==> config.mk <==
export PLATFORM = sky130hd
export DESIGN_NAME = varint_codec_32_unit
export DESIGN_NICKNAME = d
export VERILOG_FILES = /design/src/sv/vc32_pkg.sv /design/src/sv/vc32_front.sv /design/src/sv/vc32_queue.sv /design/src/sv/vc32_back.sv /design/src/sv/varint_codec_32_unit.sv
export SDC_FILE = /design/constraint.sdc
export NUM_CORES = 1
export LEC_CHECK = 0
export BUFFER_PORTS_ARGS = -buffer_cell sky130_fd_sc_hd__buf_2
export CAP_MARGIN = 40
export CORE_AREA = 3 3 140 142
export CTS_BUF_LIST = sky130_fd_sc_hd__clkbuf_8
export CTS_CLUSTER_DIAMETER = 80
export DETAILED_ROUTE_END_ITERATION = 6
export DIE_AREA = 0 0 143 145
export MAX_ROUTING_LAYER = met4
export PLACE_DENSITY = 0.86
export SETUP_SLACK_MARGIN = 0.2
export SLEW_MARGIN = 30
export SYNTH_ARGS = -nofsm -noshare
export SYNTH_HDL_FRONTEND = slang
export SYNTH_SLANG_ARGS = --single-unit
==> constraint.sdc <==
create_clock -name clk -period 3.7 [get_ports clk]
set_input_delay 0.37 -clock clk [delete_from_list [all_inputs] [get_ports clk]]
set_output_delay 0.37 -clock clk [all_outputs]
set_load 0.05 [all_outputs]
==> src/sv/vc32_pkg.sv <==
package vc32_pkg;

	localparam logic OP_ENCODE = 1'b0;
	localparam logic OP_DECODE = 1'b1;

	localparam logic [2:0] MAX_BYTES = 3'd5;

	typedef enum logic [1:0] {
		KIND_BYTE  = 2'd0,
		KIND_VALUE = 2'd1,
		KIND_ERROR = 2'd2
	} kind_t;

	// one queued job: an encode value with its byte count, or a finished decode result or decode error
	typedef struct packed {
		kind_t       kind;
		logic [31:0] value;
		logic [2:0]  len;
	} entry_t;

endpackage

==> src/sv/vc32_front.sv <==
module vc32_front import vc32_pkg::*; (
	input  logic        clk,
	input  logic        arst_n,
	input  logic        push,
	input  logic        operation,
	input  logic [31:0] value,
	input  logic [7:0]  in_byte,
	input  logic        buffer_end,
	input  logic        q_full,
	output logic        q_push,
	output entry_t      q_entry
);

	logic [31:0] acc_q;
	logic [2:0]  byte_count_q;

	logic        accept;
	logic [2:0]  cnt;
	logic [2:0]  cnt_next;
	logic [31:0] ins;
	logic [31:0] acc_new;
	logic [2:0]  enc_len;
	logic        dec_done;
	logic        dec_error;

	assign accept = push && !q_full;

	always_comb begin
		cnt = (byte_count_q > 3'd4) ? 3'd4 : byte_count_q;
		cnt_next = cnt + 3'd1;
		case (cnt)
			3'd0: ins = {25'd0, in_byte[6:0]};
			3'd1: ins = {18'd0, in_byte[6:0], 7'd0};
			3'd2: ins = {11'd0, in_byte[6:0], 14'd0};
			3'd3: ins = {4'd0, in_byte[6:0], 21'd0};
			3'd4: ins = {in_byte[3:0], 28'd0};
			default: ins = '0;
		endcase
		acc_new = acc_q | ins;
		dec_done = !in_byte[7];
		dec_error = in_byte[7] && (buffer_end || cnt_next >= MAX_BYTES);
	end

	always_comb begin
		if (value[31:28] != '0) begin
			enc_len = 3'd5;
		end else if (value[27:21] != '0) begin
			enc_len = 3'd4;
		end else if (value[20:14] != '0) begin
			enc_len = 3'd3;
		end else if (value[13:7] != '0) begin
			enc_len = 3'd2;
		end else begin
			enc_len = 3'd1;
		end
	end

	always_comb begin
		q_push = 1'b0;
		q_entry.kind = KIND_BYTE;
		q_entry.value = value;
		q_entry.len = enc_len;
		if (accept) begin
			if (operation == OP_ENCODE) begin
				q_push = 1'b1;
			end else if (dec_done) begin
				q_push = 1'b1;
				q_entry.kind = KIND_VALUE;
				q_entry.value = acc_new;
				q_entry.len = cnt_next;
			end else if (dec_error) begin
				q_push = 1'b1;
				q_entry.kind = KIND_ERROR;
				q_entry.value = '0;
				q_entry.len = '0;
			end
		end
	end

	always_ff @(posedge clk or negedge arst_n) begin
		if (!arst_n) begin
			acc_q <= '0;
			byte_count_q <= '0;
		end else if (accept && operation == OP_DECODE) begin
			if (dec_done || dec_error) begin
				acc_q <= '0;
				byte_count_q <= '0;
			end else begin
				acc_q <= acc_new;
				byte_count_q <= cnt_next;
			end
		end
	end

endmodule

==> src/sv/vc32_queue.sv <==
module vc32_queue import vc32_pkg::*; #(
	parameter int DEPTH = 4
) (
	input  logic   clk,
	input  logic   arst_n,
	input  logic   wr,
	input  entry_t wr_entry,
	output logic   full,
	input  logic   rd,
	output entry_t rd_entry,
	output logic   empty
);

	localparam int PTR_W = $clog2(DEPTH);
	localparam int CNT_W = $clog2(DEPTH + 1);

	entry_t             mem_q [DEPTH];
	logic [PTR_W-1:0]   wr_ptr_q;
	logic [PTR_W-1:0]   rd_ptr_q;
	logic [CNT_W-1:0]   count_q;

	logic do_wr;
	logic do_rd;

	assign full = (count_q == CNT_W'(DEPTH));
	assign empty = (count_q == '0);
	assign do_wr = wr && !full;
	assign do_rd = rd && !empty;
	assign rd_entry = mem_q[rd_ptr_q];

	always_ff @(posedge clk) begin
		if (do_wr) begin
			mem_q[wr_ptr_q] <= wr_entry;
		end
	end

	always_ff @(posedge clk or negedge arst_n) begin
		if (!arst_n) begin
			wr_ptr_q <= '0;
			rd_ptr_q <= '0;
			count_q <= '0;
		end else begin
			if (do_wr) begin
				wr_ptr_q <= (wr_ptr_q == PTR_W'(DEPTH - 1)) ? '0 : wr_ptr_q + 1'b1;
			end
			if (do_rd) begin
				rd_ptr_q <= (rd_ptr_q == PTR_W'(DEPTH - 1)) ? '0 : rd_ptr_q + 1'b1;
			end
			case ({do_wr, do_rd})
				2'b10: count_q <= count_q + 1'b1;
				2'b01: count_q <= count_q - 1'b1;
				default: count_q <= count_q;
			endcase
		end
	end

endmodule

==> src/sv/vc32_back.sv <==
module vc32_back import vc32_pkg::*; (
	input  logic        clk,
	input  logic        arst_n,
	input  entry_t      q_entry,
	input  logic        q_empty,
	output logic        q_pop,
	output logic        empty,
	input  logic        pop,
	output logic [1:0]  result_kind,
	output logic [7:0]  out_byte,
	output logic        out_last,
	output logic [31:0] decoded_value,
	output logic [2:0]  length
);

	logic [2:0] idx_q;
	logic       out_valid_q;
	kind_t      kind_q;
	logic [7:0] byte_q;
	logic       last_q;
	logic [31:0] val_q;
	logic [2:0] len_q;

	logic       is_enc;
	logic       gen_last;
	logic       load;
	logic [6:0] chunk;
	logic [7:0] gen_byte;

	assign is_enc = (q_entry.kind == KIND_BYTE);
	assign gen_last = !is_enc || (idx_q + 3'd1 == q_entry.len);
	assign load = !q_empty && (!out_valid_q || pop);
	assign q_pop = load && gen_last;

	always_comb begin
		case (idx_q)
			3'd0: chunk = q_entry.value[6:0];
			3'd1: chunk = q_entry.value[13:7];
			3'd2: chunk = q_entry.value[20:14];
			3'd3: chunk = q_entry.value[27:21];
			3'd4: chunk = {3'd0, q_entry.value[31:28]};
			default: chunk = '0;
		endcase
		gen_byte = is_enc ? {!gen_last, chunk} : 8'd0;
	end

	always_ff @(posedge clk or negedge arst_n) begin
		if (!arst_n) begin
			idx_q <= '0;
			out_valid_q <= 1'b0;
		end else begin
			if (load) begin
				idx_q <= gen_last ? 3'd0 : idx_q + 3'd1;
				out_valid_q <= 1'b1;
			end else if (pop) begin
				out_valid_q <= 1'b0;
			end
		end
	end

	always_ff @(posedge clk) begin
		if (load) begin
			kind_q <= q_entry.kind;
			byte_q <= gen_byte;
			last_q <= gen_last;
			val_q <= is_enc ? 32'd0 : q_entry.value;
			len_q <= q_entry.len;
		end
	end

	assign empty = !out_valid_q;
	assign result_kind = kind_q;
	assign out_byte = byte_q;
	assign out_last = last_q;
	assign decoded_value = val_q;
	assign length = len_q;

	a_idx_in_range: assert property (@(posedge clk) disable iff (!arst_n)
		!q_empty && is_enc |-> idx_q < q_entry.len)
		else $error("byte index past encoded length");

	a_idx_idle: assert property (@(posedge clk) disable iff (!arst_n)
		q_empty |-> idx_q == 3'd0)
		else $error("byte index not cleared with queue empty");

	a_enc_len: assert property (@(posedge clk) disable iff (!arst_n)
		out_valid_q && kind_q == KIND_BYTE |-> len_q >= 3'd1 && len_q <= MAX_BYTES)
		else $error("encoded length out of range");

	a_enc_cont: assert property (@(posedge clk) disable iff (!arst_n)
		out_valid_q && kind_q == KIND_BYTE |-> byte_q[7] == !last_q)
		else $error("continuation bit does not match last flag");

endmodule

==> src/sv/varint_codec_32_unit.sv <==
// Unsigned 32-bit LEB128 varint encoder and streaming decoder.
// Requests enter through push/full: operation 0 encodes value, operation 1 feeds
// one byte (in_byte, buffer_end) into the decoder. A request is taken on a clock
// edge with push high and full low.
// Results leave through empty/pop: the oldest result sits on result_kind,
// out_byte, out_last, decoded_value and length while empty is low, and is taken
// on an edge with pop high.
// The front classifies each request and runs the decode accumulator, one byte per
// cycle while full is low; it queues encode jobs, decode results and decode errors
// (QDEPTH entries). The back turns an encode job into one byte per cycle while
// pop keeps up, 1 to 5 bytes (its encoded length); decode results and errors give
// one result each. Continued decode bytes produce nothing and queue nothing.
// A request's first result is registered in the queue, then in the output register.
// If pop stays low the output register holds its result, the queue fills and full
// rises; requests are taken again as soon as a queue slot frees.
// Reset clears the decode accumulator and byte count and empties queue and output.
module varint_codec_32_unit import vc32_pkg::*; #(
	parameter int QDEPTH = 4
) (
	input  logic        clk,
	input  logic        arst_n,
	input  logic        push,
	output logic        full,
	input  logic        operation,
	input  logic [31:0] value,
	input  logic [7:0]  in_byte,
	input  logic        buffer_end,
	output logic        empty,
	input  logic        pop,
	output logic [1:0]  result_kind,
	output logic [7:0]  out_byte,
	output logic        out_last,
	output logic [31:0] decoded_value,
	output logic [2:0]  length
);

	logic   q_push;
	logic   q_full;
	logic   q_pop;
	logic   q_empty;
	entry_t wr_entry;
	entry_t rd_entry;

	assign full = q_full;

	vc32_front u_front (
		.clk        (clk),
		.arst_n     (arst_n),
		.push       (push),
		.operation  (operation),
		.value      (value),
		.in_byte    (in_byte),
		.buffer_end (buffer_end),
		.q_full     (q_full),
		.q_push     (q_push),
		.q_entry    (wr_entry)
	);

	vc32_queue #(
		.DEPTH (QDEPTH)
	) u_queue (
		.clk      (clk),
		.arst_n   (arst_n),
		.wr       (q_push),
		.wr_entry (wr_entry),
		.full     (q_full),
		.rd       (q_pop),
		.rd_entry (rd_entry),
		.empty    (q_empty)
	);

	vc32_back u_back (
		.clk           (clk),
		.arst_n        (arst_n),
		.q_entry       (rd_entry),
		.q_empty       (q_empty),
		.q_pop         (q_pop),
		.empty         (empty),
		.pop           (pop),
		.result_kind   (result_kind),
		.out_byte      (out_byte),
		.out_last      (out_last),
		.decoded_value (decoded_value),
		.length        (length)
	);

endmodule
==> metrics.cfg <==
[run_status]
outcome = completed

[cts]
cts_htree_levels = 2
hold_buffers = 1
cts-buffers-inserted = 39
cts-root-buf = clkbuf_8
cts_sinks = 240
ctsResizeCount = 0
cts_tree = done
insertion_delay_ns = 0.53
cts_buffer_depth = 3
post_cts_buffers = 0
clk_pin_slew_ns = 0.06

[route]
drt_wl_total_um = 21100
vias_per_cell = 6.05
ant_nets = 0
firstDrtPassIters = 5
drt_iter0_drc = 506
drt-wirelength-per-cell_um = 21.0
drc = 0
vias = 6097

[timing]
setup_tns_ns = 0
min_period_ns = 3.19
max_freq_mhz = 314
hold_violations = 0
hold_slack_ns = 0.216
slew_headroom_pct = 57.3
worst_pin_slew_ns = 0.639
final_max_slew_viol_count = 0
fin_skew_ns = 0.0153
worst_slack_ns = 0.515
rsz0062_at_grt = false
setup_viol_count_final = 0
period_share_pct = 86.1

[yosys]
async_reset_ff_share_pct = 19.2
syn-num-nets = 706
ys_ff_latch = 240
synthesis.area_um2 = 10100
synth_area_per_cell_um2 = 15.7
synthCells = 642
synth_commonest_cells = edfxtp_1, dfrtp_1, and2_1, nor2_1
synth_edf_count = 194
synth_warnings = 0
synth-seq-area-share_pct = 69.1
synthTopCellsByArea = edfxtp_1, dfrtp_1, mux4_2, o2bb2ai_1, and2_1
yosysMostFrequentCell = edfxtp_1
synth_top_area_share_pct = 57.7
yosys.area.top_type = edfxtp_1
synth_cell_type_count = 48
synth_ff_type = edfxtp_1

[pwr]
ir_worst_vdd_uv = 365
leakagePower_uw = 0.00434
powerDensity_nw_per_um2 = 886

[global_routing]
met1_usage_pct = 30.5
grt_max_degree = 47
grt_pass1_vias = 5988
top_usage_layer = met2
grt_pass1_wl_um = 33000
grt.total_usage_pct = 21.2
grt_overflow = 0
met2_usage_pct = 30.9
antenna_found_initial = 0
grt_use_met3_pct = 4.42

[placement]
port_buffers = 93
hpwlAfterDp_um = 14600
place_ws_ns = 0.529
gp_congestion = 0.906
dpl_cell_area_um2 = 10800

[die]
die_area_um2 = 20700
core_area_um2 = 18600
num_io_pins = 94
fp-row-count = 50
fp.dieW_um = 143
die_y_um = 145
start_util_pct = 54.4

[layout]
fin_area_um2 = 11600
regArea_um2 = 6980
area_delta_synth_final_pct = 14.5
fillers = 1319
nets = 812
multi_input_area_um2 = 2830
drive_gt1_share_pct = 26.5
diodes = 0

[setup_path]
cp-end-kind = flop
rrSetupSlack_ns = 0.51
critPathArrivalTime_ns = 3.64
start_kind = flop
criticalPathCategory = reg2reg
critPathRequiredTime_ns = 4.15
critPathMaxFanout = 7

[min_path]
worstHoldPathType = in2reg

[job]
max-cap-violations = 0

[power by group]
group / internal (uW) / switching (uW)
Sequential: 3870 / 252
Clock: 1290 / 973
Combinational: 1250 / 2620
Total: 6410 / 3850
[worst max-delay path: stages, from the launching register on]
cell	delay, ns
dfrtp_1	0.45
nor2b_1	0.30
inv_1	0.15
ha_1	0.22
nor4bb_1	0.34
o211ai_1	0.23
o211a_1	0.34
inv_1	0.08
ha_1	0.17
inv_1	0.06
fa_1	0.37
xor2_1	0.15
nor2_1	0.11
xor2_1	0.14
[layout make-up]
cell class / instances / share of cell area [%]
well taps: 234 / 2.53
repair buffers: 112 / 5.30
clock inverters: 23 / 1.48
flip-flops and latches: 240 / 60.3
inverters: 21 / 0.681
clock buffers: 44 / 5.23
multi-input cells: 334 / 24.5
[path summary, 6_finish.rpt]
| path | startpoint | endpoint | depth (start not counted) |
|---|---|---|---|
| min in group asynchronous | arst_n | u_queue.rd_ptr_q[0]$_DFFE_PN0P_ | 2 |
| setup reg to reg | u_front.byte_count_q[2]$_DFFE_PN0P_ | u_queue.count_q[2]$_DFFE_PN0P_ | 13 |
| hold / removal | in_byte[4] | u_front.acc_q[4]$_DFFE_PN0P_ | 3 |
| setup / recovery | u_front.byte_count_q[2]$_DFFE_PN0P_ | u_queue.count_q[2]$_DFFE_PN0P_ | 13 |
| hold reg to reg | u_front.acc_q[4]$_DFFE_PN0P_ | u_front.acc_q[4]$_DFFE_PN0P_ | 2 |
| max in group asynchronous | arst_n | u_queue.rd_ptr_q[0]$_DFFE_PN0P_ | 2 |
[routing by layer]
metal	share of wire (%)	vias to the layer above
met5	0	-
met3	7.9	34
li1	-	2722
met2	47	317
met4	1.9	0
met1	43	3024
[flip-flops by register name, indices dropped and copies added (netlist names)]
name / cells
u_front.byte_count_q: 3
u_back.length: 3
u_queue.wr_ptr_q: 2
u_front.acc_q: 32
u_back.idx_q: 3
u_back.out_valid_q: 1
u_back.out_byte: 8
u_back.result_kind: 2
u_back.out_last: 1
u_back.decoded_value: 32
u_queue.count_q: 3
u_queue.rd_ptr_q: 2
u_queue.mem_q: 148
[kinds of logic (layout without fill, tap and decap cells)]
| logic type | count (synthesis) | after routing | synth area share [%] |
|---|---|---|---|
| AOI/OAI and AO/OA | 144 | 144 | 10.0 |
| xor gates and xnor gates | 9 | 9 | 0.855 |
| adders and majority gates | 18 | 18 | 2.30 |
| buffers and inverters | 68 | 200 | 2.91 |
| DFF | 240 | 240 | 69.1 |
| muxes | 39 | 39 | 8.47 |
| and+or+nand+nor | 124 | 124 | 6.38 |
[stage by stage]
| step | std cells | total power (uW) | utilization (%) |
|---|---|---|---|
| 4_1_cts | 1008 | 10300 | 62.3 |
| 3_5_place_dp | 940 | 8050 | 58.0 |
| 6_report | 1008 | 10300 | 62.3 |
| 2_1_floorplan | 642 | 7070 | - |
| 5_1_grt | 1008 | 10800 | 62.3 |
| 3_3_place_gp | 938 | 7900 | 57.9 |
[cell usage in the layout, fill, tap and decap left out, types with 5 or more instances in the layout]
| master | instances |
|---|---|
| mux4_2 | 37 |
| nand2_1 | 15 |
| nor2b_1 | 8 |
| a22oi_1 | 10 |
| clkbuf_8 | 44 |
| inv_1 | 31 |
| edfxtp_1 | 194 |
| buf_2 | 92 |
| and2_1 | 38 |
| ha_1 | 17 |
| nor2_1 | 38 |
| a31oi_1 | 36 |
| clkinv_1 | 7 |
| a21oi_1 | 37 |
| dfrtp_1 | 45 |
| o21ai_0 | 5 |
| buf_4 | 19 |
| o2bb2ai_1 | 32 |
| nand3_1 | 5 |
(Power assumes the default switching activity.)
